===== src/rtl/pdt_pkg.sv =====
// Shared types, codes and default sizes for the protocol demux table.
package pdt_pkg;

    localparam int DEF_TABLE_DEPTH  = 16;
    localparam int DEF_DEVICE_BITS  = 4;
    localparam int DEF_HANDLER_BITS = 8;
    localparam int PROTO_W          = 16;

    localparam logic [1:0] OP_REGISTER   = 2'd0;
    localparam logic [1:0] OP_UNREGISTER = 2'd1;
    localparam logic [1:0] OP_RECEIVE    = 2'd2;

    localparam logic [1:0] ST_OK        = 2'd0;
    localparam logic [1:0] ST_NO_MATCH  = 2'd1;
    localparam logic [1:0] ST_FULL      = 2'd2;
    localparam logic [1:0] ST_NOT_FOUND = 2'd3;

    typedef enum logic [1:0] {
        S_IDLE,
        S_SCAN,
        S_SHIFT,
        S_DONE
    } pdt_state_t;

endpackage


===== src/rtl/pdt_ram.sv =====
// Generic single-clock RAM: one write port, one read port with registered read data.
module pdt_ram #(
    parameter int WIDTH  = 8,
    parameter int DEPTH  = 16,
    parameter int ADDR_W = (DEPTH > 1) ? $clog2(DEPTH) : 1
) (
    input  logic              clk,
    input  logic              wr_en,
    input  logic [ADDR_W-1:0] wr_addr,
    input  logic [WIDTH-1:0]  wr_data,
    input  logic [ADDR_W-1:0] rd_addr,
    output logic [WIDTH-1:0]  rd_data
);

    logic [WIDTH-1:0] mem [DEPTH];

    always_ff @(posedge clk)
    begin
        if (wr_en)
        begin
            mem[wr_addr] <= wr_data;
        end
        rd_data <= mem[rd_addr];
    end

endmodule


===== src/rtl/protocol_handler_demux_table_core.sv =====
// Top level of the protocol handler demux table: entry RAM, scan/shift sequencer, output register.
//
//  channel | direction | handshake             | payload
//  --------+-----------+-----------------------+------------------------------------------
//  in      | input     | in_valid / in_ready   | operation handler_id protocol device_index
//          |           |                       | device_any promiscuous
//  out     | output    | out_valid / out_ready | status matched_handler last
//
// Register and an unused code need no scan; unregister and receive make one RAM read per entry,
// and an unregister hit moves each later entry down one place as it is read.
// A new item is taken only when the previous one has finished.
// Reset clears the state, the entry count and the valid flags; the table contents stay undefined and need no clearing.
// A held result on the output stalls a receive scan at any match after the first, and the final result, until taken.
module protocol_handler_demux_table_core #(
    parameter int TABLE_DEPTH  = pdt_pkg::DEF_TABLE_DEPTH,
    parameter int DEVICE_BITS  = pdt_pkg::DEF_DEVICE_BITS,
    parameter int HANDLER_BITS = pdt_pkg::DEF_HANDLER_BITS
) (
    input  logic        clk,
    input  logic        rst_n,
    input  logic        in_valid,
    output logic        in_ready,
    input  logic [1:0]  operation,
    input  logic [7:0]  handler_id,
    input  logic [15:0] protocol,
    input  logic [3:0]  device_index,
    input  logic        device_any,
    input  logic        promiscuous,
    output logic        out_valid,
    input  logic        out_ready,
    output logic [1:0]  status,
    output logic [7:0]  matched_handler,
    output logic        last
);

    import pdt_pkg::*;

    localparam int IDX_W   = (TABLE_DEPTH > 1) ? $clog2(TABLE_DEPTH) : 1;
    localparam int CNT_W   = $clog2(TABLE_DEPTH + 1);
    localparam int ENTRY_W = HANDLER_BITS + PROTO_W + DEVICE_BITS + 2;

    pdt_state_t state_reg, state_next;

    logic [CNT_W-1:0] count_reg, count_next;
    logic [IDX_W-1:0] cur_reg, rd_addr;
    logic [1:0]       op_reg, op_next;
    logic [1:0]       stat_reg, stat_next;
    logic             pend_valid_reg, pend_valid_next;
    logic [HANDLER_BITS-1:0] pend_h_reg, pend_h_next;

    logic [HANDLER_BITS-1:0] hid_reg, hid_next;
    logic [PROTO_W-1:0]      proto_reg, proto_next;
    logic [DEVICE_BITS-1:0]  dev_reg, dev_next;
    logic                    prom_reg, prom_next;

    logic       out_valid_reg, out_valid_next;
    logic [1:0] out_status_reg, out_status_next;
    logic [7:0] out_handler_reg, out_handler_next;
    logic       out_last_reg, out_last_next;

    logic               wr_en;
    logic [IDX_W-1:0]   wr_addr;
    logic [ENTRY_W-1:0] wr_data, rd_data;

    logic                    e_prom, e_any;
    logic [DEVICE_BITS-1:0]  e_dev;
    logic [PROTO_W-1:0]      e_proto;
    logic [HANDLER_BITS-1:0] e_handler;

    logic [CNT_W-1:0] last_idx;
    logic             at_end, can_emit, in_accept, load, rx_match, advance;

    pdt_ram #(
        .WIDTH (ENTRY_W),
        .DEPTH (TABLE_DEPTH),
        .ADDR_W(IDX_W)
    ) u_table (
        .clk    (clk),
        .wr_en  (wr_en),
        .wr_addr(wr_addr),
        .wr_data(wr_data),
        .rd_addr(rd_addr),
        .rd_data(rd_data)
    );

    assign {e_handler, e_proto, e_dev, e_any, e_prom} = rd_data;

    assign last_idx  = count_reg - CNT_W'(1);
    assign at_end    = (CNT_W'(cur_reg) == last_idx);
    assign can_emit  = !out_valid_reg || out_ready;
    assign in_accept = in_valid && in_ready;

    assign rx_match = (e_any || (e_dev == dev_reg))
                   && ((e_proto == '0) || (e_proto == proto_reg))
                   && (e_prom == prom_reg);
    // hold the scan when a second match needs the output slot and it is still full
    assign advance  = !(rx_match && pend_valid_reg && !can_emit);

    always_comb
    begin
        state_next       = state_reg;
        count_next       = count_reg;
        rd_addr          = cur_reg;
        op_next          = op_reg;
        stat_next        = stat_reg;
        pend_valid_next  = pend_valid_reg;
        pend_h_next      = pend_h_reg;
        hid_next         = hid_reg;
        proto_next       = proto_reg;
        dev_next         = dev_reg;
        prom_next        = prom_reg;
        wr_en            = 1'b0;
        wr_addr          = count_reg[IDX_W-1:0];
        wr_data          = {HANDLER_BITS'(handler_id), protocol,
                            DEVICE_BITS'(device_index), device_any, promiscuous};
        in_ready         = 1'b0;
        load             = 1'b0;
        out_status_next  = out_status_reg;
        out_handler_next = out_handler_reg;
        out_last_next    = out_last_reg;

        unique case (state_reg)
            S_IDLE:
            begin
                in_ready = 1'b1;
                rd_addr  = '0;
                if (in_valid)
                begin
                    op_next         = operation;
                    hid_next        = HANDLER_BITS'(handler_id);
                    proto_next      = protocol;
                    dev_next        = DEVICE_BITS'(device_index);
                    prom_next       = promiscuous;
                    pend_valid_next = 1'b0;
                    unique case (operation)
                        OP_REGISTER:
                        begin
                            if (count_reg == CNT_W'(TABLE_DEPTH))
                            begin
                                stat_next = ST_FULL;
                            end
                            else
                            begin
                                wr_en      = 1'b1;
                                count_next = count_reg + CNT_W'(1);
                                stat_next  = ST_OK;
                            end
                            state_next = S_DONE;
                        end
                        OP_UNREGISTER:
                        begin
                            stat_next  = ST_NOT_FOUND;
                            state_next = (count_reg == '0) ? S_DONE : S_SCAN;
                        end
                        OP_RECEIVE:
                        begin
                            stat_next  = ST_NO_MATCH;
                            state_next = (count_reg == '0) ? S_DONE : S_SCAN;
                        end
                        default:
                        begin
                            state_next = S_IDLE;
                        end
                    endcase
                end
            end
            S_SCAN:
            begin
                if (op_reg == OP_UNREGISTER)
                begin
                    if (e_handler == hid_reg)
                    begin
                        stat_next = ST_OK;
                        if (at_end)
                        begin
                            count_next = count_reg - CNT_W'(1);
                            state_next = S_DONE;
                        end
                        else
                        begin
                            rd_addr    = IDX_W'(cur_reg + 1'b1);
                            state_next = S_SHIFT;
                        end
                    end
                    else if (at_end)
                    begin
                        state_next = S_DONE;
                    end
                    else
                    begin
                        rd_addr = IDX_W'(cur_reg + 1'b1);
                    end
                end
                else if (advance)
                begin
                    if (rx_match)
                    begin
                        // push the earlier match out, keep this one until the end is known
                        if (pend_valid_reg)
                        begin
                            load             = 1'b1;
                            out_status_next  = ST_OK;
                            out_handler_next = 8'(pend_h_reg);
                            out_last_next    = 1'b0;
                        end
                        pend_valid_next = 1'b1;
                        pend_h_next     = e_handler;
                    end
                    if (at_end)
                    begin
                        state_next = S_DONE;
                    end
                    else
                    begin
                        rd_addr = IDX_W'(cur_reg + 1'b1);
                    end
                end
            end
            S_SHIFT:
            begin
                // move the entry just read down one place
                wr_en   = 1'b1;
                wr_addr = IDX_W'(cur_reg - 1'b1);
                wr_data = rd_data;
                if (at_end)
                begin
                    count_next = count_reg - CNT_W'(1);
                    state_next = S_DONE;
                end
                else
                begin
                    rd_addr = IDX_W'(cur_reg + 1'b1);
                end
            end
            S_DONE:
            begin
                if (can_emit)
                begin
                    load             = 1'b1;
                    out_status_next  = pend_valid_reg ? ST_OK : stat_reg;
                    out_handler_next = pend_valid_reg ? 8'(pend_h_reg) : 8'd0;
                    out_last_next    = 1'b1;
                    pend_valid_next  = 1'b0;
                    state_next       = S_IDLE;
                end
            end
            default:
            begin
                state_next = S_IDLE;
            end
        endcase

        if (load)
        begin
            out_valid_next = 1'b1;
        end
        else if (out_ready)
        begin
            out_valid_next = 1'b0;
        end
        else
        begin
            out_valid_next = out_valid_reg;
        end
    end

    always_ff @(posedge clk or negedge rst_n)
    begin
        if (!rst_n)
        begin
            state_reg      <= S_IDLE;
            count_reg      <= '0;
            pend_valid_reg <= 1'b0;
            out_valid_reg  <= 1'b0;
        end
        else
        begin
            state_reg      <= state_next;
            count_reg      <= count_next;
            pend_valid_reg <= pend_valid_next;
            out_valid_reg  <= out_valid_next;
        end
    end

    always_ff @(posedge clk)
    begin
        cur_reg         <= rd_addr;
        op_reg          <= op_next;
        stat_reg        <= stat_next;
        pend_h_reg      <= pend_h_next;
        hid_reg         <= hid_next;
        proto_reg       <= proto_next;
        dev_reg         <= dev_next;
        prom_reg        <= prom_next;
        out_status_reg  <= out_status_next;
        out_handler_reg <= out_handler_next;
        out_last_reg    <= out_last_next;
    end

    assign out_valid       = out_valid_reg;
    assign status          = out_status_reg;
    assign matched_handler = out_handler_reg;
    assign last            = out_last_reg;

`ifndef SYNTHESIS
    a_count_bound: assert property (@(posedge clk) disable iff (!rst_n)
        count_reg <= CNT_W'(TABLE_DEPTH))
        else $error("entry count above table depth");

    a_write_source: assert property (@(posedge clk) disable iff (!rst_n)
        wr_en |-> ((state_reg == S_SHIFT) || (in_accept && operation == OP_REGISTER)))
        else $error("table write outside register or shift");

    a_no_overwrite: assert property (@(posedge clk) disable iff (!rst_n)
        load |-> can_emit)
        else $error("result loaded over an untaken result");

    a_pend_scope: assert property (@(posedge clk) disable iff (!rst_n)
        pend_valid_reg |-> (op_reg == OP_RECEIVE)
                        && ((state_reg == S_SCAN) || (state_reg == S_DONE)))
        else $error("pending match outside a receive scan");

    a_done_last: assert property (@(posedge clk) disable iff (!rst_n)
        (state_reg == S_DONE && can_emit) |=> (out_valid && last))
        else $error("final result not marked last");
`endif

endmodule


===== config.mk =====
export PLATFORM = sky130hd
export DESIGN_NAME = protocol_handler_demux_table_core
export DESIGN_NICKNAME = d
export VERILOG_FILES = /design/src/rtl/pdt_pkg.sv /design/src/rtl/pdt_ram.sv /design/src/rtl/protocol_handler_demux_table_core.sv
export SDC_FILE = /design/constraint.sdc
export NUM_CORES = 1
export LEC_CHECK = 0
export BUFFER_PORTS_ARGS = -buffer_cell sky130_fd_sc_hd__buf_2
export CAP_MARGIN = 20
export CORE_MARGIN = 2
export CORE_UTILIZATION = 30
export DETAILED_ROUTE_END_ITERATION = 10
export PLACE_DENSITY = 0.42
export SYNTH_ARGS = -nofsm -noshare
export SYNTH_HDL_FRONTEND = slang
export SYNTH_SLANG_ARGS = --single-unit

===== constraint.sdc =====
create_clock -name clk -period 6.7 [get_ports clk]
set_input_delay 1.005 -clock clk [delete_from_list [all_inputs] [get_ports clk]]
set_output_delay 1.005 -clock clk [all_outputs]
set_load 0.005 [all_outputs]

==> metrics.md <==
| Metric | Value |
|---|---|
| CTS tree | `done` |
| Fin crit share | `0.800` |
| Setup Fix Bufs, Post-CTS | `0` |
| Count of cell types in the netlist | `59` |
| Post-DP HPWL | `around 37 mm` |
| Final worst setup slack | `around 1.3 ns` |
| CP max FO | `49` |
| Post-synthesis sequential area ratio | `0.716` |
| Die width | `~280 um` |
| Post-synth EDFFs | `532` |
| Critical path class | `flop to flop` |
| Yosys top cell by area | `edfxtp_1` |
| Max stage delay on crit path | `approximately 0.94 ns` |
| Clock sinks | `575` |
| Initial core utilization | `0.304` |
| Vias per Instance | `5.11` |
| Slew Viols, Final | `0` |
| Relative slew slack | `0.289` |
| Worst setup EP type | `flop` |
| RSZ-0062 raised after global routing | `false` |
| Max reg flops | `480` |
| Fin area | `27200 um2` |
| Worst Path Arrival | `5.81 ns` |
| FF+latch count, synth | `approximately 580` |
| Die Y-Extent | `~280 um` |
| Maximum VDD drop | `0.464 mV` |
| Vias in the first global route | `between 10000 and 15000` |
| CTS H-Tree Depth | `3` |
| Yosys Warn Count | `0` |
| Root buf cell | `clkbuf_16` |
| GRT overflow | `0` |
| Cell count after synthesis | `around 1600` |
| Wire per inst | `between 20 and 25 um` |
| Io pins | `49` |
| Worst Clk Skew | `between 0.02 and 0.03 ns` |
| Core Box Area | `~78000 um2` |
| Avg Cell Area, Syn | `roughly 15 um2` |
| Main synth FF type | `edfxtp_1` |
| Final wirelength | `about 67 mm` |
| Mapped Area | `~24000 um2` |
| Pwr dens | `~450 nW/um2` |
| CP max-delay cell | `a2111oi_1` |
| Overall power | `around 0.012 W` |
| Worst setup SP type | `flop` |
| Die Area | `80900 um2` |
| Gr usage total | `0.165` |
| Gpl congestion | `about 0.74` |
| Nets@finish | `around 1700` |
| Clock slew at reported path FFs | `around 0.060 ns` |
| Crit path time final | `5.36 ns` |
| Final hold vios | `0` |
| FF-to-FF setup slack | `between 1 and 1.5 ns` |
| TNS Setup | `0 ns` |
| R2R cell count | `11` |
| WHS | `~0.25 ns` |
| Asr flop ratio synth | `0.0157` |
| Initial antenna violation count | `0` |
| Actual slew at the worst max-slew pin | `1.07 ns` |
| Share of cells above drive strength 1 | `0.168` |
| Antenna diode count | `0` |
| Place WS | `approximately 1.1 ns` |
| Final Setup Violations | `0` |
| Pin count of the biggest net entering global routing | `92` |
| Outcome | `completed` |
| RR Startpoint | `u_table.rd_data[10]$_DFF_P_` |
| Crit path from | `u_table.rd_data[10]$_DFF_P_` |
| Commonest non-fill, non-tap cells in the layout | `edfxtp_1 (532), nand3_1 (98), o21ai_0 (95)` |
| Synth-to-layout area growth | `15.1%` |
| Syn Nets | `1614` |
| Num CTS Buffers | `66` |
| Worst-Skew Late Latency | `0.62 ns` |
| I/O Buffers | `between 40 and 50` |
| Detailed Routing Iterations Pass 1 | `5` |
| DRT iter0 DRCs | `between 1000 and 1500` |
| Hold Path Class | `input pin to asynchronous set/reset pin` |
| CTS Buffer Depth | `3` |
| Area post-placement | `25200 um2` |
| Reported max-cap violation count | `0` |
| Static Leak | `~8.6 nW` |
| Crit-path cells | `xor2_1 > nor4_1 > nand4_1 > a2111oi_1 > o21a_4 > nor2_8 > inv_6 > buf_12 > mux2_1 > a2111oi_0 > o211ai_1` |
| DR vias | `about 14000` |
| Post-synth top area share | `0.677` |
| Post-CTS Hold Fix Bufs | `0` |
| Antenna Nets Post-Route | `0` |
| First-pass GRT wire length | `between 90 and 100 mm` |
| Req. time, crit path | `between 7 and 8 ns` |
| Fmax | `approximately 190 MHz` |
| Post-CTS Resized | `0` |
| Synth area leaders | `edfxtp_1 (68%), dfxtp_1 (2.9%), mux2i_1 (2.6%)` |
| Most common cell after layout, fill and taps aside | `edfxtp_1` |
| Rows | `slightly above 100` |
| DRC viols | `0` |
| Reg2Reg Capture Point | `u_table.rd_data[29]$_DFF_P_` |
per-layer routing:
| layer | track usage | part of all wire | vias up |
|---|---|---|---|
| li1 | - | - | 6290 |
| met1 | 0.227 | 0.46 | 7116 |
| met2 | 0.267 | 0.48 | 288 |
| met3 | 0.0292 | 0.039 | 100 |
| met4 | 0.0472 | 0.023 | 0 |
| met5 | 0 | 0 | - |
critical path: cells and delay by family (launching register included):
| kind | cells | cell delay (ns) |
|---|---|---|
| DFF | 1 | 0.46 |
| muxes | 1 | 0.36 |
| AOI/OAI and AO/OA | 4 | 2.18 |
| buffers and inverters | 2 | 0.80 |
| xor gates and xnor gates | 1 | 0.12 |
| and+or+nand+nor | 3 | 1.23 |
area by class of cell:
class	count	area (um2)
tap	1040	1300
multi-input combinational	850	6270
clock inverter	33	214
sequential	575	16900
clock buffer	87	1760
fill	7515	50400
timing repair buffer	92	628
inverter	23	92.6
cell usage after synthesis (9+ instances only):
cell         n
o21ai_0     95
o211ai_1    30
o22a_1      30
a2111oi_2   27
nand2_1     80
buf_2       22
a21oi_1     74
a211oi_1    62
nor4_1      10
nand3_1     98
xor2_1      29
dfrtp_1      9
a22o_1      32
dfxtp_1     34
xnor2_1     12
nor2_1      36
mux2_1      18
a2111oi_0   33
mux2i_1     62
mux2_2      38
edfxtp_1   532
clkbuf_1    76
ha_1        14
inv_1       21
logic make-up (layout without fill, tap and decap cells):
family,after synthesis,count (layout),share of synthesized area
AO/OA/AOI/OAI,407,407,0.127
XOR/XNOR,41,41,0.0152
adder cells (fa/ha/maj),14,14,0.00743
buffers and inverters,139,235,0.0258
flip-flops,575,575,0.716
multiplexers,122,122,0.0556
AND/OR/NAND/NOR,266,266,0.0536
report_power, final:
part | internal, W | leakage [nW] | switching (W)
Sequential | 0.00444 | 5.20 | 0.000216
Combinational | 0.00144 | 2.40 | 0.00264
Clock | 0.00190 | 0.959 | 0.00145
Total | 0.00778 | 8.55 | 0.00430
per-stage QoR:
stage / std cells / util
after floorplan: 1564 / -
after global placement: 2578 / 0.324
after detailed placement: 2579 / 0.324
after CTS: 2699 / 0.350
after global routing: 2700 / 0.350
final: 2700 / 0.350
how the worst max path moves through the flow:
stage                                  endpoint  slack (ns)  cells past startpoint
floorplan           u_table.mem[1][0]$_DFFE_PP_        3.16                      6
global placement    u_table.rd_data[29]$_DFF_P_        1.37                     11
detailed placement  u_table.rd_data[29]$_DFF_P_        1.15                     11
CTS                 u_table.rd_data[29]$_DFF_P_        1.13                     11
global route        u_table.rd_data[29]$_DFF_P_        0.87                     11
finish              u_table.rd_data[29]$_DFF_P_        1.34                     11
No activity file was read; power rests on OpenSTA's default activity.
